==> src/hw/rtl/pfam_pkg.sv <==
// ----------------------------------------------------------------------------
// pfam_pkg
// Shared types and constants of the page frame allocator and mapper.
// ----------------------------------------------------------------------------
package pfam_pkg;

  // Sizes of the frame pool and the page directories
  localparam int FRAME_COUNT     = 32;
  localparam int DIR_COUNT       = 4;
  localparam int FRAME_SIZE_LOG2 = 22;
  localparam int ENTRIES_PER_DIR = 1024;

  // Field widths
  localparam int OPCODE_W = 2;
  localparam int DIR_W    = 2;
  localparam int PAGE_W   = 10;
  localparam int AMOUNT_W = 32;
  localparam int FRAME_W  = 5;
  localparam int COUNT_W  = 6;
  localparam int ENTRY_W  = 14;
  localparam int PFN_W    = 10;
  localparam int FLAGS_W  = 4;
  localparam int AVAIL_W  = COUNT_W + FRAME_SIZE_LOG2;
  localparam int CMP_W    = AMOUNT_W + AVAIL_W;

  // Directory entry store
  localparam int MEM_DEPTH = DIR_COUNT * ENTRIES_PER_DIR;
  localparam int MEM_AW    = $clog2(MEM_DEPTH);

  // Lowest-free search: groups of frames, one encoder each
  localparam int GROUP_W     = 8;
  localparam int GROUP_COUNT = FRAME_COUNT / GROUP_W;
  localparam int IN_GROUP_W  = $clog2(GROUP_W);
  localparam int GROUP_SEL_W = $clog2(GROUP_COUNT);

  // Entry layout: flags in the low bits, frame number above
  localparam logic [FLAGS_W-1:0] PTE_PRESENT = 4'b0001;
  localparam logic [FLAGS_W-1:0] PTE_WRITE   = 4'b0010;
  localparam logic [FLAGS_W-1:0] PTE_USER    = 4'b0100;
  localparam logic [FLAGS_W-1:0] PTE_BIG     = 4'b1000;

  localparam logic [PAGE_W-1:0]  KERNEL_HIGH_INDEX = 10'h300;
  localparam logic [ENTRY_W-1:0] KERNEL_ENTRY =
    {{PFN_W{1'b0}}, PTE_BIG | PTE_WRITE | PTE_PRESENT};

  // Operation codes
  typedef enum logic [OPCODE_W-1:0] {
    OP_CHECK = 2'd0,
    OP_ALLOC = 2'd1,
    OP_FREE  = 2'd2,
    OP_NONE  = 2'd3
  } opcode_e;

  // Request and result payloads
  typedef struct packed {
    logic [OPCODE_W-1:0] opcode;
    logic [DIR_W-1:0]    dir_id;
    logic [PAGE_W-1:0]   virtual_page;
    logic [AMOUNT_W-1:0] amount;
  } in_item_t;

  typedef struct packed {
    logic               ok;
    logic [FRAME_W-1:0] frame;
    logic [COUNT_W-1:0] free_frames;
    logic               flush_valid;
    logic [PAGE_W-1:0]  flush_page;
  } out_item_t;

  // Controller to datapath commands
  typedef struct packed {
    logic clear_en;
    logic load_en;
    logic scan_en;
    logic commit_en;
  } dp_cmd_t;

  // Datapath to controller status
  typedef struct packed {
    logic clear_last;
    logic out_stall;
  } dp_status_t;

endpackage

==> src/hw/rtl/pfam_ctrl.sv <==
// ----------------------------------------------------------------------------
// pfam_ctrl
// Sequencer: clearing pass after reset, then accept, look up, commit.
// ----------------------------------------------------------------------------
module pfam_ctrl (
  input  logic                 clk_i,
  input  logic                 rst_ni,
  input  logic                 in_valid_i,
  output logic                 in_ready_o,
  input  pfam_pkg::dp_status_t status_i,
  output pfam_pkg::dp_cmd_t    cmd_o
);

  typedef enum logic [3:0] {
    ST_INIT   = 4'b0001,
    ST_IDLE   = 4'b0010,
    ST_LOOK   = 4'b0100,
    ST_DECIDE = 4'b1000
  } state_e;

  state_e state_q, state_d;

  assign in_ready_o = (state_q == ST_IDLE);

  // Next state and commands
  always_comb begin
    state_d = state_q;
    cmd_o   = '0;
    case (state_q)
      ST_INIT: begin
        cmd_o.clear_en = 1'b1;
        if (status_i.clear_last) begin
          state_d = ST_IDLE;
        end
      end
      ST_IDLE: begin
        if (in_valid_i) begin
          cmd_o.load_en = 1'b1;
          state_d       = ST_LOOK;
        end
      end
      ST_LOOK: begin
        cmd_o.scan_en = 1'b1;
        state_d       = ST_DECIDE;
      end
      ST_DECIDE: begin
        // hold until the result register is free
        if (!status_i.out_stall) begin
          cmd_o.commit_en = 1'b1;
          state_d         = ST_IDLE;
        end
      end
      default: begin
        state_d = ST_INIT;
      end
    endcase
  end

  // State register
  always_ff @(posedge clk_i or negedge rst_ni) begin
    if (!rst_ni) begin
      state_q <= ST_INIT;
    end else begin
      state_q <= state_d;
    end
  end

endmodule

==> config.mk <==
export PLATFORM = sky130hd
export DESIGN_NAME = pfam_ctrl
export DESIGN_NICKNAME = d
export VERILOG_FILES = /design/src/hw/rtl/pfam_pkg.sv /design/src/hw/rtl/pfam_ctrl.sv
export SDC_FILE = /design/constraint.sdc
export NUM_CORES = 1
export LEC_CHECK = 0
export BUFFER_PORTS_ARGS = -buffer_cell sky130_fd_sc_hd__clkbuf_2
export CAP_MARGIN = 20
export CORE_AREA = 5 5 42 44
export CTS_CLUSTER_SIZE = 28
export DETAILED_ROUTE_END_ITERATION = 7
export DIE_AREA = 0 0 47 49
export GPL_TIMING_DRIVEN = 1
export HOLD_SLACK_MARGIN = 0.08
export PLACE_DENSITY = 0.42
export SETUP_SLACK_MARGIN = 0.5
export SLEW_MARGIN = 10
export SYNTH_ARGS = -nofsm -noshare
export SYNTH_HDL_FRONTEND = slang
export SYNTH_SLANG_ARGS = --single-unit
==> constraint.sdc <==
create_clock -name clk_i -period 3.05 [get_ports clk_i]
set_input_delay 0.305 -clock clk_i [delete_from_list [all_inputs] [get_ports clk_i]]
set_output_delay 0.305 -clock clk_i [all_outputs]
set_load 0.02 [all_outputs]
# Word-level counts from Yosys, hierarchy flattened
# Cells that the tools add are included.
[word_totals] regBits=4 in_bits=5 output_inout_bits=5 elab_cells=19
[op_classes] n_eq_ne=7 mux=10 reduce_logical=1
[op_table] op="case mux 4 bit (4 select lines)" count=1
[op_table] op="2-to-1 mux 4 bit" count=3
[op_table] op="2-to-1 mux 1 bit" count=6
[op_table] op="inequality test 2 bit (second input constant)" count=3
[op_table] op="== test 4 x 1 -> 1 bit (second input constant)" count=1
[op_table] op="== test 4 x 2 -> 1 bit (second input constant)" count=1
[op_table] op="== test 4 x 3 -> 1 bit (second input constant)" count=1
[op_table] op="== test 4 bit (second input constant)" count=1
[op_table] op="AND reduction 3 bit" count=1

# Longest topological paths before layout
# Gate-level depths: netlist (run 1).
[logic_depth] word_depth=3 ltp_mapped=4 mapped_depth_nobuf=3

# Worst setup path before layout (run 1)
# OpenSTA, ideal clock, no wires.
[synth_path] kind="register to output" startpoint="reg state_q[2]" endpoint="out cmd_o[2] in the netlist's numbering" arrival_time_ns=1.340 required_time_ns=2.745 slack_ns=1.405 path_stages_with_launch=4 n_path_buf=1 path_cell_list="dfrtp_1 buf_6 nor4b_2 and2_2"
[synth_lines] element="start, declared" line="pfam_ctrl.sv:21" source="state_e state_q, state_d;"
[synth_lines] element="start signal, assigned" line="pfam_ctrl.sv:64" source="state_q <= state_d;"
[synth_lines] element="end, declared" line="pfam_ctrl.sv:11" source="output pfam_pkg::dp_cmd_t cmd_o"

==> results of run 1 <==
-- layer usage --
metal / part of all wire / wire [um] / vias up
li1: - / - / 116
met1: 0.46 / 263 / 103
met2: 0.45 / 255 / 11
met3: 0.072 / 41 / 2
met4: 0.018 / 10 / 0
met5: 0 / 0 / -
-- cells in the final DEF, fill, tap and decap left out, types with 2 or more instances in the layout --
cell	n
sky130_fd_sc_hd__clkbuf_4	3
sky130_fd_sc_hd__clkbuf_2	9
sky130_fd_sc_hd__and2_2	2
sky130_fd_sc_hd__nand2b_1	2
sky130_fd_sc_hd__dfrtp_1	3
sky130_fd_sc_hd__o21ai_0	2
-- per-stage QoR --
step	hold WS, ns	power, mW	area (sq um)	std cells	setup WS [ns]
detailed placement	0.114	0.212	313	48	1.56
global route	0.304	0.308	349	53	1.17
floorplan	0.00941	0.198	278	26	1.41
global placement	0.112	0.211	313	48	1.61
CTS	0.303	0.293	349	53	1.29
finish	0.304	0.286	349	53	1.32
-- where the power goes --
| group | switching, mW | internal (mW) |
|---|---|---|
| clock network | 0.0269 | 0.0494 |
| logic | 0.0470 | 0.0534 |
| registers | 0.0364 | 0.0728 |
-- path summary, 6_finish.rpt --
| path | start | endpoint | slack [ns] |
|---|---|---|---|
| max | state_q[2] | cmd_o[2] | 1.32 |
| min | status_i[1] | state_q[1] | 0.30 |
| max reg2reg | state_q[0] | state_q[0] | 1.92 |
| min reg2reg | state_q[0] | state_q[0] | 0.59 |
| max in group asynchronous | rst_ni | state_q[0] | 2.44 |
| min in group asynchronous | rst_ni | state_q[2] | 0.40 |
-- kinds of logic (layout without fill, tap and decap cells) --
| kind of cell | after synthesis | count (layout) | synth area share |
|---|---|---|---|
| AOI/OAI and AO/OA | 6 | 6 | 0.135 |
| xor gates and xnor gates | 1 | 1 | 0.0315 |
| buffers and inverters | 3 | 14 | 0.108 |
| DFF | 4 | 4 | 0.365 |
| and+or+nand+nor | 12 | 12 | 0.360 |
-- layout make-up --
class                           count  area (sq um)  area share
Tap cell                           16          20.0      0.0573
Sequential cell                     4           101       0.290
Clock buffer                        4          26.3      0.0753
Multi-Input combinational cell     19           146       0.419
Timing Repair Buffer               10          55.1       0.158
-- critical path, stage by stage (launching register included) --
cell,delay (ns)
sky130_fd_sc_hd__dfrtp_1,0.47
sky130_fd_sc_hd__nor4b_2,0.36
sky130_fd_sc_hd__and2_2,0.19
sky130_fd_sc_hd__clkbuf_2,0.16
-- timing repair --
action,4_1_cts,5_1_grt
resized for setup,0,0
hold buffers,1,0
endpoints found under the hold margin,4,0
==> metrics.md, run 1 <==
| Metric | Value |
|---|---|
| Run status | `complete, no violations` |
| # IOs | `10` |
| Setup repair bufs after CTS | `0` |
| Final RePlAce weighted congestion | `0.722` |
| Number of warnings issued by yosys | `0` |
| Port buffer count | `9` |
| Slew HR | `0.773` |
| Via count of the routed design | `roughly 230` |
| Synth Flop Type | `sky130_fd_sc_hd__dfrtp_1` |
| Peak fanout along the critical path | `8` |
| Element type at the critical path end | `output pin` |
| Critical path required time | `between 2 and 3 ns` |
| Setup repair after global routing missed its margin | `no` |
| Total grt overflow | `0` |
| Die area | `around 0.0023 sq mm` |
| Final hold violations | `0` |
| Type of the worst setup path | `reg -> out` |
| First-pass GRT wire length | `993 um` |
| Pin count of the biggest net entering global routing | `10` |
| Share of synthesized registers carrying an async set or reset | `1.00` |
| Cell leakage power | `0.157 nW` |
| Final core area utilization | `0.249` |
| Transition time at the pin with the least slew margin | `~0.34 ns` |
| Maximum level of the CTS H-tree | `1` |
| Biggest register | `state_q` |
| Final worst clock skew | `0.00655 ns` |
| Post-synth EDFFs | `0` |
| Final-report max-slew violation count | `0` |
| Highest Clock Rate | `around 580 MHz` |
| Routing layer with the top usage in global route | `met2` |
| Residual DRC | `0` |
| Number of buffers inserted during clock tree synthesis | `3` |
| Arrival time reported for the critical path endpoint | `1.43 ns` |
| Placement row count | `14` |
| Most used standard cell by instance count after synthesis | `sky130_fd_sc_hd__dfrtp_1` |
| Startpoint type of the worst setup path | `register` |
| Tcrit/Tclk final | `0.569` |
| Met1 GRT Util | `0.0730` |
| Hold crit path type | `in -> reg` |
| Height of the chip | `about 50 um` |
| Combined global-route utilization of all metal layers | `0.0628` |
| Cells on worst reg2reg path | `3` |
| Worst hold stages | `3` |
| Vias per std cell | `about 4.4` |
| Most common library cells after synthesis | `sky130_fd_sc_hd__dfrtp_1 (3), sky130_fd_sc_hd__and2_2 (2), sky130_fd_sc_hd__buf_6 (2), sky130_fd_sc_hd__nand2b_1 (2), sky130_fd_sc_hd__o21ai_0 (2)` |
| Count of TritonRoute iterations in the first routing pass | `3` |
| Initial antenna violation count | `0` |
| Setup total negative slack | `0 ns` |
| Post-detailed-route count of antenna-violating nets | `0` |
| Average size of a mapped cell | `10.7 sq um` |
| Die width | `~47 um` |
| Number of flip-flops in the largest register | `4` |
| Largest cells by area after synthesis | `sky130_fd_sc_hd__dfrtp_1 (27%), sky130_fd_sc_hd__dfstp_2 (9.5%), sky130_fd_sc_hd__nor4b_4 (8.6%), sky130_fd_sc_hd__buf_6 (8.1%), sky130_fd_sc_hd__and2_2 (5.4%)` |
| Diodes inserted | `0` |
| Fill cell total of the finished layout | `roughly 160` |
| Fraction of final layout cells sized beyond drive strength 1 | `0.459` |
| Number of global-route vias before repair | `239` |
| CTS root buffer | `sky130_fd_sc_hd__clkbuf_4` |
| Number of library cell types mapped by synthesis | `20` |
| Fraction of synthesized cell area taken by the top area cell type | `0.270` |
| Routed WL | `roughly 570 um` |
| Number of nets in the synthesized netlist | `31` |
| TritonCTS clock tree | `built` |
| Power density over the cells | `just over 800 mW/mm^2` |
| Biggest registers after layout | `state_q (4)` |
| Clock transition at the registers of the reported paths | `about 0.04 ns` |
| Detailed-route wire length per cell | `around 11 um` |
| Max-cap check violation count | `0` |
| CTS Sinks | `4` |
| Insertion delay of the later-clocked pin in the worst-skew pair | `0.25 ns` |
| Sequential element share of the synthesized area | `0.365` |
| Final number of setup-violating endpoints | `0` |
| Count of routing violations after the opening detailed-route iteration | `3` |
| Final critical delay including setup and external delays | `between 1.5 and 2 ns` |
| Post-Syn Instances | `26` |
| CTS max path bufs | `2` |
| Flops & latches, synth | `4` |
| Initial core utilization | `0.198` |
| Post-synthesis instance area | `roughly 280 sq um` |
| Area leader, netlist | `sky130_fd_sc_hd__dfrtp_1` |
| GR Util met3 | `0.0480` |
| Met2 routing resource usage after global routing | `0.0769` |
| NumNets Final | `43` |
| Core region area | `about 0.0014 sq mm` |
| Peak supply drop | `around 0.35 mV` |
| Area growth, synth to finish | `25.7%` |
No activity file was read; power rests on OpenSTA's default activity.
==> run 2: changes to the inputs <==
- PLACE_DENSITY: 0.42 -> 0.44
- clock period: 3.05 -> 1.45 ns (I/O delays scaled with it)
==> metrics.md, run 2 (synthesis gave the netlist of run 1 again) <==
| Metric | Value |
|---|---|
| Crit path buffers/inverters | `2` |
| Critical path cell sequence | `buf_6 -> nor4b_4 -> clkbuf_8` |
| Type of the worst setup path | `reg -> out` |
| CTS max path bufs | `2` |
| Final-layout worst hold slack | `roughly 0.16 ns` |
| Setup total negative slack | `-0.00368 ns` |
| Number of buffers inserted during clock tree synthesis | `3` |
| First-pass GRT wire length | `between 1 and 1.5 mm` |
| Total grt overflow | `0` |
| Count of TritonRoute iterations in the first routing pass | `3` |
| Met1 GRT Util | `0.0713` |
| Die width | `between 40 and 50 um` |
| Finished Layout Cells | `62` |
| Startpoint type of the worst setup path | `register` |
| Arrival time reported for the critical path endpoint | `approximately 1.3 ns` |
| Vias per std cell | `4.48` |
| Worst reg2reg endpoint | `state_q[0]` |
| Peak supply drop | `between 0.8 and 0.9 mV` |
| Final Power | `0.913 mW` |
| Instance count after placement with tap cells included | `between 40 and 50` |
| Final core area utilization | `0.379` |
| P_sw | `approximately 0.35 mW` |
| Detailed-route wire length per cell | `13.0 um` |
| Biggest register | `state_q` |
| Port buffer count | `9` |
| Power density over the cells | `roughly 1700 mW/mm^2` |
| Number of global-route vias before repair | `around 280` |
| Fraction of power spent switching nets | `0.380` |
| Estimated wirelength of the detail-placed design | `between 400 and 500 um` |
| Pin count of the biggest net entering global routing | `8` |
| Final hold violations | `0` |
| Max-cap check violation count | `0` |
| Final RePlAce weighted congestion | `between 0.6 and 0.7` |
| Met2 routing resource usage after global routing | `0.111` |
| NumNets Final | `between 50 and 60` |
| Highest Clock Rate | `between 600 and 700 MHz` |
| Launch instance of the worst min-delay path | `status_i[1]` |
| Die area | `0.00230 sq mm` |
| Clock transition at the registers of the reported paths | `roughly 0.040 ns` |
| Peak fanout along the critical path | `7` |
| Run status | `finished, violations left` |
| Combined global-route utilization of all metal layers | `0.0743` |
| Initial antenna violation count | `0` |
| CTS Sinks | `4` |
| Cell family contributing the most delay on the critical path | `flip-flops` |
| Flop2flop setup slack | `0.18 ns` |
| Fill cell total of the finished layout | `between 100 and 150` |
| Area growth, synth to finish | `91.4%` |
| Final-report max-slew violation count | `0` |
| Launch instance of the worst register-to-register path | `state_q[2]` |
| Via count of the routed design | `278` |
| TritonCTS clock tree | `built` |
| Sequential cell area | `roughly 110 sq um` |
| Critical path required time | `~1.3 ns` |
| Final worst clock skew | `0.00913 ns` |
| Slew HR | `0.849` |
| Total number of cells along the worst setup path | `3` |
| Slack of the critical path | `-0.00368 ns` |
| Insertion delay of the later-clocked pin in the worst-skew pair | `~0.24 ns` |
| Violated checks | `negative setup slack` |
| Post-detailed-route count of antenna-violating nets | `0` |
| Transition time at the pin with the least slew margin | `roughly 0.23 ns` |
| Diodes inserted | `0` |
| Most frequent standard cell in the layout excluding fill and tap cells | `sky130_fd_sc_hd__buf_4` |
| Routing layer with the top usage in global route | `met2` |
| # IOs | `10` |
| Worst hold path endpoint | `state_q[1]` |
| Fraction of final layout cells sized beyond drive strength 1 | `0.783` |
| Final critical delay including setup and external delays | `1.45 ns` |
| Clock power share | `0.164` |
| CTS root buffer | `sky130_fd_sc_hd__clkbuf_4` |
| Initial core utilization | `0.198` |
| Tcrit/Tclk final | `1.00` |
| Element type at the critical path end | `output pin` |
| Cell leakage power | `0.230 nW` |
| Setup repair after global routing missed its margin | `yes` |
| Final number of setup-violating endpoints | `1` |
| Comb power frac | `0.592` |
| Core region area | `0.00140 sq mm` |
| Worst setup timing slack at the placement stage | `0.159 ns` |
| Count of routing violations after the opening detailed-route iteration | `3` |
| Number of flip-flops in the largest register | `4` |
| Biggest registers after layout | `state_q (4)` |
| Pint | `~0.57 mW` |
| Placement row count | `14` |
| Residual DRC | `0` |
| Standard cell with the maximum stage delay on the critical path | `sky130_fd_sc_hd__dfrtp_2` |
| Routed WL | `between 800 and 900 um` |
| Maximum level of the CTS H-tree | `1` |
| Hold crit path type | `in -> reg` |
| Final design area excluding fillers | `roughly 530 sq um` |
| Height of the chip | `49 um` |
| Seq pwr share | `0.243` |
| Most frequent cells in the layout | `sky130_fd_sc_hd__buf_4 (6), sky130_fd_sc_hd__clkbuf_4 (4), sky130_fd_sc_hd__clkbuf_2 (4), sky130_fd_sc_hd__buf_6 (4), sky130_fd_sc_hd__dfrtp_2 (3)` |
| GR Util met3 | `0.0332` |
| Multi-input gate area | `about 210 sq um` |
| Delay of the slowest cell on the worst path | `0.46 ns` |
| Cells on worst reg2reg path | `5` |
| Total placed instance area | `around 360 sq um` |
| Worst hold stages | `3` |
[run 2: cell count changes in the layout (fill, tap and decap cells not counted), sizes merged]
cell    before  now
clkbuf      13   11
buf          0   11
[run 2: worst reg2reg max path, stage by stage, from the launching register on]
cell and delay (ns):
sky130_fd_sc_hd__dfrtp_2 0.46, sky130_fd_sc_hd__buf_6 0.15, sky130_fd_sc_hd__nor4b_4 0.27, sky130_fd_sc_hd__buf_4 0.17, sky130_fd_sc_hd__nand2_4 0.05, sky130_fd_sc_hd__o21a_1 0.10
[run 2: how the worst max path moves through the flow]
stage,from,end,slack (ns)
2_1_floorplan,state_q[3],cmd_o[2],0.14
3_5_place_dp,state_q[3],cmd_o[2],0.16
3_3_place_gp,state_q[3],cmd_o[2],0.17
5_1_grt,state_q[3],cmd_o[2],-0.07
6_report,state_q[2],cmd_o[3],-0.004
4_1_cts,state_q[3],cmd_o[3],-0.01
[run 2: power groups by stage]
stage               logic, mW  clock network [mW]  registers [mW]
detailed placement      0.283                   0           0.238
global placement        0.281                   0           0.238
finish                  0.541               0.150           0.222
global route            0.576               0.170           0.225
floorplan               0.273                   0           0.198
CTS                     0.444               0.156           0.219
[run 2: area by class of cell]
type,instances,area share
clock buffer,4,0.0494
multi-input combinational,19,0.395
sequential,4,0.198
timing repair buffer,19,0.320
tap,16,0.0376
[run 2: per-layer routing]
layer | share of wire | routed length (um) | vias to the layer above
met3 | 0.027 | 22 | 2
met4 | 0.024 | 19 | 0
met5 | 0 | 0 | -
li1 | - | - | 135
met2 | 0.58 | 465 | 6
met1 | 0.37 | 296 | 135
[run 2: repair_timing]
| action | in CTS | in global routing |
|---|---|---|
| pin swaps | 7 | 4 |
| hold buffers | 1 | 0 |
| gates resized for setup | 16 | 8 |
| endpoints found under the setup margin | 9 | 9 |
| setup buffers | 5 | 3 |
| endpoints found under the hold margin | 4 | 0 |
==> run 3: changes to the inputs <==
- ABC_AREA: default -> 1
- PLACE_DENSITY: 0.44 -> 0.41
==> metrics.md, run 3 <==
| Metric | Value |
|---|---|
| Worst hold stages | `3` |
| Type of the worst setup path | `reg -> out` |
| Flops & latches, synth | `4` |
| Number of flip-flops in the largest register | `4` |
| NumNets Final | `68` |
| Via count of the routed design | `just over 300` |
| Post-Syn Instances | `35` |
| Final-report max-slew violation count | `0` |
| Final design area excluding fillers | `537 sq um` |
| GR Util met3 | `0.0406` |
| Worst setup timing slack at the placement stage | `around 0.35 ns` |
| Biggest registers after layout | `state_q (4)` |
| First-pass GRT wire length | `~1.3 mm` |
| Pint | `0.593 mW` |
| Max-cap check violation count | `0` |
| Biggest register | `state_q` |
| Arrival time reported for the critical path endpoint | `~1.1 ns` |
| Instance count after placement with tap cells included | `60` |
| Critical path required time | `between 1 and 1.5 ns` |
| Residual DRC | `0` |
| Comb power frac | `0.623` |
| Final number of setup-violating endpoints | `0` |
| Sequential element share of the synthesized area | `0.415` |
| Initial antenna violation count | `0` |
| Combined global-route utilization of all metal layers | `0.0770` |
| Maximum level of the CTS H-tree | `1` |
| Tcrit/Tclk final | `0.885` |
| Fraction of synthesized cell area taken by the top area cell type | `0.308` |
| CTS root buffer | `sky130_fd_sc_hd__clkbuf_4` |
| Number of global-route vias before repair | `roughly 330` |
| Clock power share | `0.153` |
| Post-detailed-route count of antenna-violating nets | `0` |
| Post-synthesis instance area | `between 200 and 250 sq um` |
| Share of synthesized registers carrying an async set or reset | `1.00` |
| Peak supply drop | `between 0.7 and 0.8 mV` |
| Highest Clock Rate | `779 MHz` |
| Count of routing violations after the opening detailed-route iteration | `0` |
| Run status | `complete, no violations` |
| Cells on worst reg2reg path | `7` |
| Pin count of the biggest net entering global routing | `5` |
| Core region area | `roughly 0.0014 sq mm` |
| Die area | `about 0.0023 sq mm` |
| Final RePlAce weighted congestion | `0.681` |
| Transition time at the pin with the least slew margin | `~0.13 ns` |
| Number of buffers inserted during clock tree synthesis | `3` |
| CTS max path bufs | `2` |
| Largest cells by area after synthesis | `sky130_fd_sc_hd__dfrtp_1 (31%), sky130_fd_sc_hd__dfstp_2 (11%), sky130_fd_sc_hd__nand2_1 (11%), sky130_fd_sc_hd__nor2_1 (9.2%), sky130_fd_sc_hd__inv_1 (7.7%)` |
| Final core area utilization | `0.383` |
| Height of the chip | `49 um` |
| Power density over the cells | `~1800 mW/mm^2` |
| Routing layer with the top usage in global route | `met2` |
| Initial core utilization | `0.174` |
| Fraction of final layout cells sized beyond drive strength 1 | `0.710` |
| Number of warnings issued by yosys | `0` |
| Peak fanout along the critical path | `3` |
| Final worst clock skew | `between 0.003 and 0.004 ns` |
| Startpoint type of the worst setup path | `register` |
| Post-synth EDFFs | `0` |
| Fill cell total of the finished layout | `160` |
| Die width | `~47 um` |
| Routed WL | `between 600 and 700 um` |
| Setup total negative slack | `0 ns` |
| Most used standard cell by instance count after synthesis | `sky130_fd_sc_hd__nand2_1` |
| Sequential cell area | `approximately 110 sq um` |
| Most common library cells after synthesis | `sky130_fd_sc_hd__nand2_1 (7), sky130_fd_sc_hd__nor2_1 (6), sky130_fd_sc_hd__inv_1 (5)` |
| Most frequent standard cell in the layout excluding fill and tap cells | `sky130_fd_sc_hd__buf_4` |
| Hold crit path type | `in -> reg` |
| Vias per std cell | `approximately 3.9` |
| TritonCTS clock tree | `built` |
| # IOs | `10` |
| Slew HR | `0.911` |
| Area leader, netlist | `sky130_fd_sc_hd__dfrtp_1` |
| Total placed instance area | `337 sq um` |
| Seq pwr share | `0.224` |
| Final critical delay including setup and external delays | `around 1.3 ns` |
| Final hold violations | `0` |
| Fraction of power spent switching nets | `0.393` |
| Total grt overflow | `0` |
| Clock transition at the registers of the reported paths | `0.04 ns` |
| Most frequent cells in the layout | `sky130_fd_sc_hd__buf_4 (13), sky130_fd_sc_hd__nand2_1 (6), sky130_fd_sc_hd__nor2_1 (4), sky130_fd_sc_hd__clkbuf_2 (4)` |
| Diodes inserted | `0` |
| Slack of the critical path | `between 0.15 and 0.2 ns` |
| Number of nets in the synthesized netlist | `40` |
| Detailed-route wire length per cell | `8.82 um` |
| Cell leakage power | `0.274 nW` |
| CTS Sinks | `4` |
| Insertion delay of the later-clocked pin in the worst-skew pair | `roughly 0.23 ns` |
| Synth Flop Type | `sky130_fd_sc_hd__dfrtp_1` |
| Number of library cell types mapped by synthesis | `13` |
| Placement row count | `14` |
| Estimated wirelength of the detail-placed design | `approximately 490 um` |
| Finished Layout Cells | `around 80` |
| Count of TritonRoute iterations in the first routing pass | `1` |
| Port buffer count | `9` |
| Multi-input gate area | `156 sq um` |
| Element type at the critical path end | `output pin` |
| Met1 GRT Util | `0.0911` |
| Met2 routing resource usage after global routing | `0.109` |
| Area growth, synth to finish | `120%` |
| Average size of a mapped cell | `6.97 sq um` |
| Setup repair after global routing missed its margin | `yes` |
| P_sw | `~0.38 mW` |
-- run 3: cell count changes after synthesis, moves of 3 or more --
cell	change
sky130_fd_sc_hd__inv_1	+5
sky130_fd_sc_hd__nand2_1	+6
sky130_fd_sc_hd__nand3_1	+3
sky130_fd_sc_hd__nor2_1	+5
sky130_fd_sc_hd__nor2_2	+3
-- run 3: metal layers --
metal  up-vias  wire [um]
li1        160          -
met1       135        303
met2         9        326
met3         0         59
met4         0          0
met5         -          0
-- run 3: logic make-up (layout without fill, tap and decap cells) --
logic type / count (synthesis) / count (layout) / synth area share
simple gates: 23 / 23 / 0.456
buf+inv: 7 / 34 / 0.108
compound gates: 1 / 1 / 0.0205
flops: 4 / 4 / 0.415
-- run 3: power by group through the flow --
stage	logic [mW]	registers [mW]	clock network, mW
detailed placement	0.345	0.211	0
global placement	0.344	0.211	0
finish	0.609	0.219	0.150
floorplan	0.270	0.199	0
global route	0.661	0.227	0.170
CTS	0.542	0.209	0.158
-- run 3: worst paths after layout --
path / start / end / slack, ns
worst max-delay path: state_q[0] / in_ready_o / 0.17
worst min-delay path: status_i[1] / state_q[0] / 0.17
worst max register to register: state_q[1] / state_q[0] / 0.24
worst min register to register: state_q[1] / state_q[0] / 0.62
max in group asynchronous: rst_ni / state_q[0] / 0.99
min in group asynchronous: rst_ni / state_q[1] / 0.25
-- run 3: stage by stage --
| stage | total power, mW | hold slack, ns |
|---|---|---|
| 6_report | 0.978 | 0.170 |
| 5_1_grt | 1.06 | 0.165 |
| 4_1_cts | 0.909 | 0.164 |
| 3_5_place_dp | 0.555 | -0.0441 |
| 3_3_place_gp | 0.555 | -0.0427 |
| 2_1_floorplan | 0.469 | -0.151 |
-- run 3: cell type report --
class | instances | area share
inverter | 7 | 0.0583
multi-input combinational | 24 | 0.291
timing repair buffer | 23 | 0.368
clock buffer | 4 | 0.0490
sequential | 4 | 0.196
tap | 16 | 0.0373
-- run 3: worst max-delay path: stages (launching register included) --
cell and delay [ns]:
sky130_fd_sc_hd__dfstp_2 0.58, sky130_fd_sc_hd__inv_4 0.06, sky130_fd_sc_hd__nand3_4 0.11, sky130_fd_sc_hd__inv_4 0.05
sky130_fd_sc_hd__buf_8 0.12
-- run 3: timing repair --
action,in CTS,in global routing
pin swaps,7,6
gates cloned,0,0
resized for setup,14,9
hold buffers,1,0
buffers inserted,11,2
setup endpoints to repair,7,9
hold endpoints to repair,4,0
